`src/aabb_pcc_pkg.sv`:
```
// Package with shared types, constants and command codes of the platform collision unit.
package aabb_pcc_pkg;

  localparam int unsigned MaxPlatformsDef = 64;
  localparam int unsigned CoordW = 16;
  localparam int unsigned SizeW = 15;
  localparam int unsigned SlotW = 6;
  localparam int unsigned CountW = 7;
  localparam int unsigned CorrW = 17;
  localparam int unsigned GapW = 18;
  localparam int unsigned SumW = 17;
  localparam int unsigned ApbAddrW = 3;
  localparam int unsigned ApbDataW = 32;

  localparam logic CmdWrite = 1'b0;
  localparam logic CmdQuery = 1'b1;

  localparam logic RegPlatformCount = 1'b0;

  typedef struct packed {
    logic signed [CoordW-1:0] x;
    logic signed [CoordW-1:0] y;
    logic [SizeW-1:0]         w;
    logic [SizeW-1:0]         h;
  } entry_t;

  typedef struct packed {
    logic write_entry;
    logic load_query;
    logic scan_step;
    logic mag_load;
    logic result_load;
    logic result_hit;
  } dp_cmd_t;

  typedef struct packed {
    logic found;
    logic scan_done;
    logic out_free;
  } dp_status_t;

endpackage

```
`src/aabb_pcc_ctrl.sv`:
```
// Controller state machine sequencing writes, the table scan and result selection.
module aabb_pcc_ctrl (
  input  logic                     clk_i,
  input  logic                     rst_ni,
  input  logic                     in_valid_i,
  input  logic                     in_cmd_i,
  output logic                     in_ready_o,
  input  aabb_pcc_pkg::dp_status_t status_i,
  output aabb_pcc_pkg::dp_cmd_t    cmd_o
);

  typedef enum logic [1:0] {
    StIdle,
    StScan,
    StMag,
    StSel
  } state_e;

  state_e state_q;
  logic   found_q;
  logic   accept;

  assign in_ready_o = (state_q == StIdle);
  assign accept = in_valid_i && in_ready_o;

  always_comb begin
    cmd_o = '0;
    cmd_o.write_entry = accept && (in_cmd_i == aabb_pcc_pkg::CmdWrite);
    cmd_o.load_query = accept && (in_cmd_i == aabb_pcc_pkg::CmdQuery);
    cmd_o.scan_step = (state_q == StScan) && !status_i.found;
    cmd_o.mag_load = (state_q == StMag);
    cmd_o.result_load = (state_q == StSel) && status_i.out_free;
    cmd_o.result_hit = found_q;
  end

  always_ff @(posedge clk_i or negedge rst_ni) begin
    if (!rst_ni) begin
      state_q <= StIdle;
      found_q <= 1'b0;
    end else begin
      case (state_q)
        StIdle: begin
          if (accept && (in_cmd_i == aabb_pcc_pkg::CmdQuery)) begin
            state_q <= StScan;
          end
        end
        StScan: begin
          if (status_i.found) begin
            found_q <= 1'b1;
            state_q <= StMag;
          end else if (status_i.scan_done) begin
            found_q <= 1'b0;
            state_q <= StSel;
          end
        end
        StMag: begin
          state_q <= StSel;
        end
        StSel: begin
          if (status_i.out_free) begin
            state_q <= StIdle;
          end
        end
        default: begin
          state_q <= StIdle;
        end
      endcase
    end
  end

endmodule

```
`config.mk`:
```
export PLATFORM = sky130hd
export DESIGN_NAME = aabb_pcc_ctrl
export DESIGN_NICKNAME = d
export VERILOG_FILES = /design/src/aabb_pcc_pkg.sv /design/src/aabb_pcc_ctrl.sv
export SDC_FILE = /design/constraint.sdc
export NUM_CORES = 1
export LEC_CHECK = 0
export BUFFER_PORTS_ARGS = -buffer_cell sky130_fd_sc_hd__clkbuf_2
export CORE_AREA = 2 2 39 41
export DETAILED_ROUTE_END_ITERATION = 10
export DIE_AREA = 0 0 41 43
export PLACE_DENSITY_LB_ADDON = 0.3
export SYNTH_ARGS = -nofsm -noshare
export SYNTH_HDL_FRONTEND = slang
export SYNTH_SLANG_ARGS = --single-unit
```
`constraint.sdc`:
```
create_clock -name clk_i -period 3.9 [get_ports clk_i]
set_input_delay 0 -clock clk_i [delete_from_list [all_inputs] [get_ports clk_i]]
set_output_delay 0 -clock clk_i [all_outputs]
set_load 0.02 [all_outputs]
```
==> results by group <==
Run status
  – Outcome: complete, no violations

Clocking
  – Hold-fix buffers, CTS: 1
  – Setup Buffers After CTS: 0
  – Clk sink count: 3
  – Worst-path clk slew: 0.04 ns
  – Worst-case clock buffer depth: 2
  – Cts bufs inserted: 3
  – Root Driver: clkbuf_4
  – CTS tree: built
  – Depth of the CTS H-tree: 1
  – CTS-repair resized insts: 0
  – Clock latency on the worst-skew pair: 0.23 ns

Pwr
  – Clock share of power: 18.9%
  – Switching share of power: 42.6%
  – Comb pwr share: 58.3%
  – P_int: 164 uW
  – Seq pwr share: 22.8%
  – P_sw: 122 uW
  – VDD IR max: 0.191 mV
  – Total chip power: 286 uW
  – Power density over the cells: 765 nW/um2
  – Leakage power: 0.000204 uW

GRT
  – Initial antenna violation count: 0
  – Vias in the first global route: 210
  – Largest net degree at the start of global routing: 8
  – Gr ovfl total: 0
  – First-pass GRT wire length: 786 um
  – GRT Overall Usage: 7.12%

Synth
  – Largest family of logic cells by synthesized area: compound AO/OA/AOI/OAI gates
  – Mux cell area share after synthesis: 4.33%
  – Synth Area in Compound Gates: 22.1%
  – XOR/XNOR Fraction of Synth Area: 0%
  – YS warnings: 0
  – FF+latch count, synth: 3
  – Syn Area/Cell: 10.0 um2
  – Synth Area in Adders: 19.2%
  – Mapped Area: 260 um2
  – Yosys cell types: 15
  – Syn_nets: 37
  – Synth Area in Simple Gates: 18.3%
  – Cells after synthesis: 26
  – Seq/Total Area, Yosys: 28.8%

Routing
  – Initial DRC count: 5
  – Post-route DRC: 0
  – Via count: 233
  – Vias/cell: 3.95
  – WL final: 500 um
  – Drt first pass iters: 2
  – Routed length per instance: 8.47 um
  – Detail Route Antenna Nets: 0

Setup path
  – Critical path launch point type: flip-flop
  – Worst Path Max Fanout: 5
  – Kind of critical path: reg -> reg
  – Required time of the critical path: 4.02 ns
  – Critical path arrival: 1.71 ns
  – CP Capture Type: flip-flop

Place
  – Port buffer count: 13
  – GP Congestion: 0.621
  – Dpl hpwl: 418 um
  – Dpl cell area: 338 um2

STA
  – Slew margin rel.: 83.2%
  – Final min period: 1.60 ns
  – Setup TNS after final layout: 0 ns
  – Worst slew pin tran: 0.251 ns
  – Tcrit/Tclk final: 41.0%
  – Final-report max-slew violation count: 0
  – Final hold violations: 0
  – Final Setup Violations: 0
  – RSZ-0062 raised after global routing: no
  – Clock Skew: 0.00359 ns
  – Fmax: 626 MHz

Floorplanning
  – Die width: 41 um
  – Core ar.: 1380 um2
  – FP Rows: 14
  – Die Area: 1760 um2
  – Die outline height: 43 um
  – Initial Util: 18.8%
  – # IOs: 14

Finish
  – Share of post-route cells with drive strength above 1: 48.8%
  – Antenna cell count: 0
  – Synth-to-layout area growth: 43.7%
  – Most common cell after layout, fill and taps aside: clkbuf_2
  – Final net count: 55
  – Leading cell types in the layout, fill and taps excluded: clkbuf_2, ha_1
  – Fin area: 374 um2

Hold path
  – Worst hold-check path type: in -> reg

Run
  – Max-cap violation count: 0
## synth_stat cells
cell type  n  area, um2
a221oi_2   1       15.0
a22o_2     2       20.0
and2_1     1       6.26
and3_1     1       6.26
buf_4      1       7.51
dfrtp_1    3       75.1
ha_1       4       50.1
inv_1      3       11.3
mux2_2     1       11.3
nand2_1    3       11.3
nor2_1     1       3.75
nor2b_1    1       6.26
nor2b_4    1       13.8
o21bai_1   1       7.51
o31ai_1    2       15.0
## power by group through the flow
stage                     sequential [uW]  clock, uW  combinational, uW
after floorplan                      61.5          0                138
after global placement               67.3          0                169
after detailed placement             65.4          0                170
after CTS                            65.6       56.7                170
after global routing                 68.2       61.9                184
final                                65.4       54.0                167
## metrics by stage
step | worst slack (ns) | hold WS (ns) | util, % | cells
after floorplan | 2.38 | -0.296 | - | 26
after global placement | 2.30 | -0.200 | 24.4 | 54
after detailed placement | 2.31 | -0.199 | 24.4 | 54
after CTS | 2.29 | 0.0611 | 27.0 | 59
after global routing | 2.21 | 0.0477 | 27.0 | 59
final | 2.30 | 0.0707 | 27.0 | 59
## state kept, by name (all words and copies together), names as in the netlist
signal   cells
found_q      1
state_q      2
## kinds of logic after synthesis
group	Yosys count
buffers and inverters	4
DFF	3
adders and majority gates	4
muxes	1
and+or+nand+nor	8
AOI/OAI and AO/OA	6
## area by class of cell
class | count | area [um2]
sequential | 3 | 75.1
multi-input combinational | 19 | 166
fill | 159 | 1010
inverter | 3 | 11.3
timing repair buffer | 14 | 75.1
clock buffer | 4 | 26.3
tap | 16 | 20.0
## routing by layer
layer	GRT usage [%]	up-vias	part of all wire (%)
li1	-	123	-
met1	7.69	102	45
met2	9.06	8	47
met3	3.14	0	8.6
met4	8.00	0	0
met5	0	-	0
## worst max-delay path, stage by stage, from the launching register on
cell	delay, ns
dfrtp_1	0.40
inv_1	0.08
ha_1	0.21
nor2b_4	0.15
a221oi_2	0.28
mux2_2	0.36
## final timing paths
path / startpoint / endpoint / slack (ns) / depth (start not counted)
max: state_q[1] / state_q[1] / 2.30 / 5
min: status_i[2] / found_q / 0.07 / 2
max reg2reg: state_q[1] / state_q[1] / 2.30 / 5
min reg2reg: found_q / found_q / 0.49 / 1
max in group asynchronous: rst_ni / found_q / 3.69 / 2
min in group asynchronous: rst_ni / state_q[0] / 0.10 / 2
(Power assumes the default switching activity.)
