### src/aabb_pcc_pkg.sv
// Package with shared types, constants and command codes of the platform collision unit.
package aabb_pcc_pkg;

  localparam int unsigned MaxPlatformsDef = 64;
  localparam int unsigned CoordW = 16;
  localparam int unsigned SizeW = 15;
  localparam int unsigned SlotW = 6;
  localparam int unsigned CountW = 7;
  localparam int unsigned CorrW = 17;
  localparam int unsigned GapW = 18;
  localparam int unsigned SumW = 17;
  localparam int unsigned ApbAddrW = 3;
  localparam int unsigned ApbDataW = 32;

  localparam logic CmdWrite = 1'b0;
  localparam logic CmdQuery = 1'b1;

  localparam logic RegPlatformCount = 1'b0;

  typedef struct packed {
    logic signed [CoordW-1:0] x;
    logic signed [CoordW-1:0] y;
    logic [SizeW-1:0]         w;
    logic [SizeW-1:0]         h;
  } entry_t;

  typedef struct packed {
    logic write_entry;
    logic load_query;
    logic scan_step;
    logic mag_load;
    logic result_load;
    logic result_hit;
  } dp_cmd_t;

  typedef struct packed {
    logic found;
    logic scan_done;
    logic out_free;
  } dp_status_t;

endpackage

### src/aabb_pcc_datapath.sv
// Datapath with the platform table, scan pipeline, gap selection and output register.
module aabb_pcc_datapath #(
  parameter int unsigned MAX_PLATFORMS = aabb_pcc_pkg::MaxPlatformsDef
) (
  input  logic                              clk_i,
  input  logic                              rst_ni,
  input  aabb_pcc_pkg::dp_cmd_t             cmd_i,
  output aabb_pcc_pkg::dp_status_t          status_o,
  input  logic [aabb_pcc_pkg::SlotW-1:0]    in_slot_i,
  input  aabb_pcc_pkg::entry_t              in_entry_i,
  input  logic [aabb_pcc_pkg::CountW-1:0]   count_i,
  input  logic                              out_ready_i,
  output logic                              out_valid_o,
  output logic                              out_hit_o,
  output logic signed [aabb_pcc_pkg::CorrW-1:0] out_corr_x_o,
  output logic signed [aabb_pcc_pkg::CorrW-1:0] out_corr_y_o
);

  localparam int unsigned AW = (MAX_PLATFORMS > 1) ? $clog2(MAX_PLATFORMS) : 1;
  localparam int unsigned NW = $clog2(MAX_PLATFORMS + 1);
  localparam int unsigned LW = (NW > aabb_pcc_pkg::CountW) ? NW : aabb_pcc_pkg::CountW;
  localparam int unsigned GW = aabb_pcc_pkg::GapW;
  localparam int unsigned SW = aabb_pcc_pkg::SumW;
  localparam int unsigned CW = aabb_pcc_pkg::CorrW;

  aabb_pcc_pkg::entry_t mem [MAX_PLATFORMS];
  aabb_pcc_pkg::entry_t rdata_q;
  aabb_pcc_pkg::entry_t query_q;

  logic [LW-1:0] idx_q;
  logic [LW-1:0] limit;
  logic [LW-1:0] count_ext;
  logic          rd_en;
  logic          rd_vld_q;
  logic          chk_vld_q;
  logic          chk_hit_q;
  logic          wr_en;

  logic signed [GW-1:0] gap_q [4];
  logic [GW-1:0]        mag_q [4];

  logic signed [SW-1:0] q_x0, q_x1, q_y0, q_y1;
  logic signed [SW-1:0] p_x0, p_x1, p_y0, p_y1;
  logic                 overlap;

  logic                 out_vld_q;
  logic                 out_hit_q;
  logic signed [CW-1:0] out_cx_q;
  logic signed [CW-1:0] out_cy_q;
  logic signed [GW-1:0] sel_gap;
  logic                 sel_is_x;

  // Scan limit is the configured count clipped to the table depth.
  assign count_ext = LW'(count_i);
  assign limit = (count_ext > LW'(MAX_PLATFORMS)) ? LW'(MAX_PLATFORMS) : count_ext;
  assign rd_en = cmd_i.scan_step && (idx_q < limit);
  assign wr_en = cmd_i.write_entry && (int'(in_slot_i) < int'(MAX_PLATFORMS));

  always_ff @(posedge clk_i) begin
    if (wr_en) begin
      mem[AW'(in_slot_i)] <= in_entry_i;
    end
    if (rd_en) begin
      rdata_q <= mem[idx_q[AW-1:0]];
    end
  end

  always_ff @(posedge clk_i) begin
    if (cmd_i.load_query) begin
      query_q <= in_entry_i;
    end
  end

  always_ff @(posedge clk_i or negedge rst_ni) begin
    if (!rst_ni) begin
      idx_q <= '0;
      rd_vld_q <= 1'b0;
      chk_vld_q <= 1'b0;
      chk_hit_q <= 1'b0;
    end else begin
      if (cmd_i.load_query) begin
        idx_q <= '0;
      end else if (rd_en) begin
        idx_q <= idx_q + LW'(1);
      end
      rd_vld_q <= rd_en;
      chk_vld_q <= cmd_i.scan_step && rd_vld_q;
      if (cmd_i.scan_step) begin
        chk_hit_q <= overlap;
      end
    end
  end

  // Edges of the query and of the entry just read, in 17-bit signed form.
  assign q_x0 = SW'(query_q.x);
  assign q_y0 = SW'(query_q.y);
  assign q_x1 = SW'(query_q.x) + $signed({2'b00, query_q.w});
  assign q_y1 = SW'(query_q.y) + $signed({2'b00, query_q.h});
  assign p_x0 = SW'(rdata_q.x);
  assign p_y0 = SW'(rdata_q.y);
  assign p_x1 = SW'(rdata_q.x) + $signed({2'b00, rdata_q.w});
  assign p_y1 = SW'(rdata_q.y) + $signed({2'b00, rdata_q.h});

  assign overlap = (q_x0 < p_x1) && (q_x1 > p_x0) && (q_y0 < p_y1) && (q_y1 > p_y0);

  always_ff @(posedge clk_i) begin
    if (cmd_i.scan_step) begin
      gap_q[0] <= GW'(p_x0) - GW'(q_x1);
      gap_q[1] <= GW'(p_x1) - GW'(q_x0);
      gap_q[2] <= GW'(p_y0) - GW'(q_y1);
      gap_q[3] <= GW'(p_y1) - GW'(q_y0);
    end
    if (cmd_i.mag_load) begin
      for (int k = 0; k < 4; k++) begin
        mag_q[k] <= gap_q[k][GW-1] ? GW'(-gap_q[k]) : GW'(gap_q[k]);
      end
    end
  end

  // Smallest magnitude wins, ties resolved left, right, top, bottom.
  always_comb begin
    if ((mag_q[0] <= mag_q[1]) && (mag_q[0] <= mag_q[2]) && (mag_q[0] <= mag_q[3])) begin
      sel_gap = gap_q[0];
      sel_is_x = 1'b1;
    end else if ((mag_q[1] <= mag_q[2]) && (mag_q[1] <= mag_q[3])) begin
      sel_gap = gap_q[1];
      sel_is_x = 1'b1;
    end else if (mag_q[2] <= mag_q[3]) begin
      sel_gap = gap_q[2];
      sel_is_x = 1'b0;
    end else begin
      sel_gap = gap_q[3];
      sel_is_x = 1'b0;
    end
  end

  always_ff @(posedge clk_i or negedge rst_ni) begin
    if (!rst_ni) begin
      out_vld_q <= 1'b0;
    end else if (cmd_i.result_load) begin
      out_vld_q <= 1'b1;
    end else if (out_ready_i) begin
      out_vld_q <= 1'b0;
    end
  end

  always_ff @(posedge clk_i) begin
    if (cmd_i.result_load) begin
      out_hit_q <= cmd_i.result_hit;
      out_cx_q <= (cmd_i.result_hit && sel_is_x) ? sel_gap[CW-1:0] : '0;
      out_cy_q <= (cmd_i.result_hit && !sel_is_x) ? sel_gap[CW-1:0] : '0;
    end
  end

  assign status_o.found = chk_vld_q && chk_hit_q;
  assign status_o.scan_done = (idx_q >= limit) && !rd_vld_q && !chk_vld_q;
  assign status_o.out_free = !out_vld_q || out_ready_i;

  assign out_valid_o = out_vld_q;
  assign out_hit_o = out_hit_q;
  assign out_corr_x_o = out_cx_q;
  assign out_corr_y_o = out_cy_q;

endmodule

### config.mk
export PLATFORM = sky130hd
export DESIGN_NAME = aabb_pcc_datapath
export DESIGN_NICKNAME = d
export VERILOG_FILES = /design/src/aabb_pcc_pkg.sv /design/src/aabb_pcc_datapath.sv
export SDC_FILE = /design/constraint.sdc
export NUM_CORES = 2
export LEC_CHECK = 0
export BUFFER_PORTS_ARGS = -buffer_cell sky130_fd_sc_hd__buf_2
export CAP_MARGIN = 20
export CORE_MARGIN = 2
export CORE_UTILIZATION = 30
export CTS_BUF_LIST = sky130_fd_sc_hd__clkbuf_4 sky130_fd_sc_hd__clkbuf_8
export DETAILED_ROUTE_END_ITERATION = 8
export GPL_ROUTABILITY_DRIVEN = 0
export GPL_TIMING_DRIVEN = 0
export SYNTH_ARGS = -nofsm -noshare
export SYNTH_HDL_FRONTEND = slang
export SYNTH_MEMORY_MAX_BITS = 65536
export SYNTH_SLANG_ARGS = --single-unit
### constraint.sdc
create_clock -name clk_i -period 5 [get_ports clk_i]
set_clock_uncertainty 0.15 [all_clocks]
set_input_delay 0.5 -clock clk_i [delete_from_list [all_inputs] [get_ports clk_i]]
set_output_delay 0.5 -clock clk_i [all_outputs]
set_load 0.05 [all_outputs]
==> flow_metrics.env <==
export IMPL_seq_area_frac_synth_pct=75.4
export IMPL_port_buffers=115
export IMPL_rows=276
export IMPL_p_leak_nw=62.7
export IMPL_wirelength_mm=488
export IMPL_hp_class="input port to flip-flop"
export IMPL_clk_pin_slew_ns=0.07
export IMPL_critPathArrivalTime_ns=4.25
export IMPL_rsz0062_at_grt="true"
export IMPL_areaGrowthSynthToFinish_pct=18.1
export IMPL_drt_pass1_iterations=6
export IMPL_ios=123
export IMPL_fmax_mhz=204
export IMPL_syn_inst=7515
export IMPL_drv_cap=0
export IMPL_clk_latency_ns=1.26
export IMPL_dpl_cell_area_mm2=0.186
export IMPL_drc_errors=0
export IMPL_vias=86800
export IMPL_antenna_found_initial=83
export IMPL_worst_endpoint_required_ns=4.35
export IMPL_vias_per_cell=5.17
export IMPL_period_minus_slack_ns=4.90
export IMPL_slew_headroom_pct=21.9
export IMPL_synthFlopType="edfxtp_1"
export IMPL_gr_usage_all_layers_pct=16.6
export IMPL_cp_start_kind="flip-flop"
export IMPL_grt_pass1_vias=87000
export IMPL_avgRoutedWirePerCell_um=29.1
export IMPL_fin_cells=16800
export IMPL_grt_first_pass_wirelength_mm=673
export IMPL_fin_setup_tns_ns=0
export IMPL_clock_path_buffers=4
export IMPL_antenna_left=0
export IMPL_netlist_area_mm2=0.170
export IMPL_synthArstFlopShare_pct=0.257
export IMPL_initial_utilization_pct=30.1
export IMPL_postSynthNetCount=7856
export IMPL_cts_buffers=673
export IMPL_status="finished clean"
export IMPL_placed_cells=15400
export IMPL_die_area_mm2=0.574
export IMPL_place_hpwl_mm=351
export IMPL_criticalPathCategory="flip-flop to primary output"
export IMPL_power_per_cell_area_mw_per_mm2=398
export IMPL_grt_overflow_total=0
export IMPL_finalSetupViolations=0
export IMPL_synth_edff_count=4271
export IMPL_hold_viol_final=0
export IMPL_die_h_um=758
export IMPL_crit_path_end_kind="primary output"
export IMPL_critical_path_peak_fanout=10
export IMPL_drive_gt1_share_pct=32.4
export IMPL_final_common_cell="edfxtp_1"
export IMPL_ys_ff_latch=4282
export IMPL_ys_warn_count=0
export IMPL_synth_cell_types=67
export IMPL_cts_tree="done"
export IMPL_cts_htree_levels=6
export IMPL_syn_avg_cell_area_um2=22.7
export IMPL_grt_max_degree=73
export IMPL_cts_root_buf="clkbuf_8"
export IMPL_final_nets=9080
export IMPL_slew_viol_final=0
export IMPL_preCtsSetupSlack_ns=-0.883
export IMPL_cts_sinks=4282
export IMPL_stdcell_area_mm2=0.201
export IMPL_worst_slack_ns=0.102
export IMPL_drtIter0Drc=12100
export IMPL_r2r_slack_ns=0.11
export IMPL_mostFrequentLayoutCells="4271 x edfxtp_1, 1302 x mux4_2, 680 x clkbuf_8, 249 x ha_1, 225 x clkbuf_4"
export IMPL_fin_crit_sh_pct=98.0
export IMPL_dieWidth_um=758
export IMPL_fp_coreArea_mm2=0.565
export IMPL_vdd_drop_max_mv=0.301
export IMPL_worstMarginPinSlew_ns=1.17
[layer usage]
layer  part of all wire (%)  routed length, um  GRT usage [%]  up-vias
met3                     10              50300           3.63      839
li1                       -                  -              -    34700
met5                  0.033                163              0        -
met2                     47             227000           26.3     4940
met4                    3.4              16500           5.53       24
met1                     40             194000           22.6    46300
[sequential cells by signal, summed over array words and instances, names as in the netlist]
register and flops:
out_corr_y_o 17, out_corr_x_o 17, q_x0 16, mag_q 72, p_y0 16, query_q 30
rdata_q 30, out_valid_o 1, out_hit_o 1, chk_hit_q 1, q_y0 16, gap_q 72
idx_q 7, chk_vld_q 1, p_x0 16, mem 3968, rd_vld_q 1
[cell type report]
class / instances / area (um^2)
fill: 51200 / 364000
clock inverter: 274 / 1740
inverter: 158 / 593
multi-input combinational: 2750 / 40500
buffer: 322 / 1420
timing repair buffer: 552 / 7880
clock buffer: 905 / 11000
sequential: 4282 / 129000
tap: 7506 / 9390
antenna: 33 / 82.6
[repair_timing]
item	CTS	global route
gates resized for setup	33	10
pin swaps	1	1
endpoints found under the hold margin	4432	38
buffers inserted	3	0
setup endpoints to repair	27	15
hold buffers	82	7
[path summary, 6_finish.rpt]
| path | startpoint | end | cells past startpoint |
|---|---|---|---|
| hold / removal | in_entry_i[24] | mem[31][24]$_DFFE_PP_ | 2 |
| hold reg to reg | gap_q[0][0]$_DFFE_PP_ | mag_q[0][0]$_DFFE_PP_ | 0 |
| setup / recovery | idx_q[0]$_DFFE_PN0P_ | status_o[1] | 14 |
| setup reg to reg | query_q[15]$_DFFE_PP_ | chk_hit_q$_DFFE_PN0P_ | 15 |
| min in group asynchronous | rst_ni | rd_vld_q$_DFF_PN0_ | 3 |
| max in group asynchronous | rst_ni | idx_q[0]$_DFFE_PN0P_ | 3 |
[critical path, cell delays in order, from the launching register on]
cell and delay (ns):
dfrtp_2 0.47, clkbuf_2 0.22, buf_12 0.20, buf_16 0.17
inv_1 0.08, ha_1 0.19, nor2b_1 0.12, o21a_1 0.13
o21a_1 0.10, o21ai_0 0.10, a21oi_1 0.19, clkbuf_2 0.26
a41oi_1 0.14, nor3_4 0.37, buf_4 0.28
[synthesized netlist by cell type, types with 37 or more instances]
cell      count  area (um^2)
edfxtp_1   4271       128000
mux4_2     1302        29300
ha_1        249         3120
clkbuf_1    198          743
inv_1       157          589
nor2_1      148          556
xnor2_1     125         1090
nand2_1     119          447
a21oi_1     116          581
o21ai_0      88          440
buf_2        75          375
a21o_1       62          465
nor3_1       56          280
buf_1        51          191
nand4_1      37          231
[per-stage QoR]
step | power (mW) | util, % | hold WS, ns
floorplan | 47.7 | - | 0.0544
global placement | 51.4 | 31.9 | 0.267
detailed placement | 51.8 | 32.9 | 0.284
CTS | 80.4 | 35.4 | 0.00957
global route | 82.8 | 35.6 | 0.00621
finish | 80.1 | 35.6 | 0.0117
[power breakdown]
| part | internal [mW] | switching, mW | total (mW) |
|---|---|---|---|
| combinational | 3.92 | 6.00 | 9.92 |
| sequential | 40.7 | 0.840 | 41.5 |
| clock | 14.8 | 13.9 | 28.7 |
[kinds of logic (layout without fill, tap and decap cells)]
family / count (synthesis) / in the layout / share of synthesized area (%)
buf+inv: 483 / 2211 / 1.12
xor+xnor: 154 / 154 / 0.792
fa+ha+maj: 257 / 257 / 1.92
mux: 1337 / 1337 / 17.4
flops: 4282 / 4282 / 75.4
other cells: 0 / 33 / 0
simple gates: 563 / 563 / 1.64
compound gates: 439 / 439 / 1.68
Power figures use the tool's default switching activity.
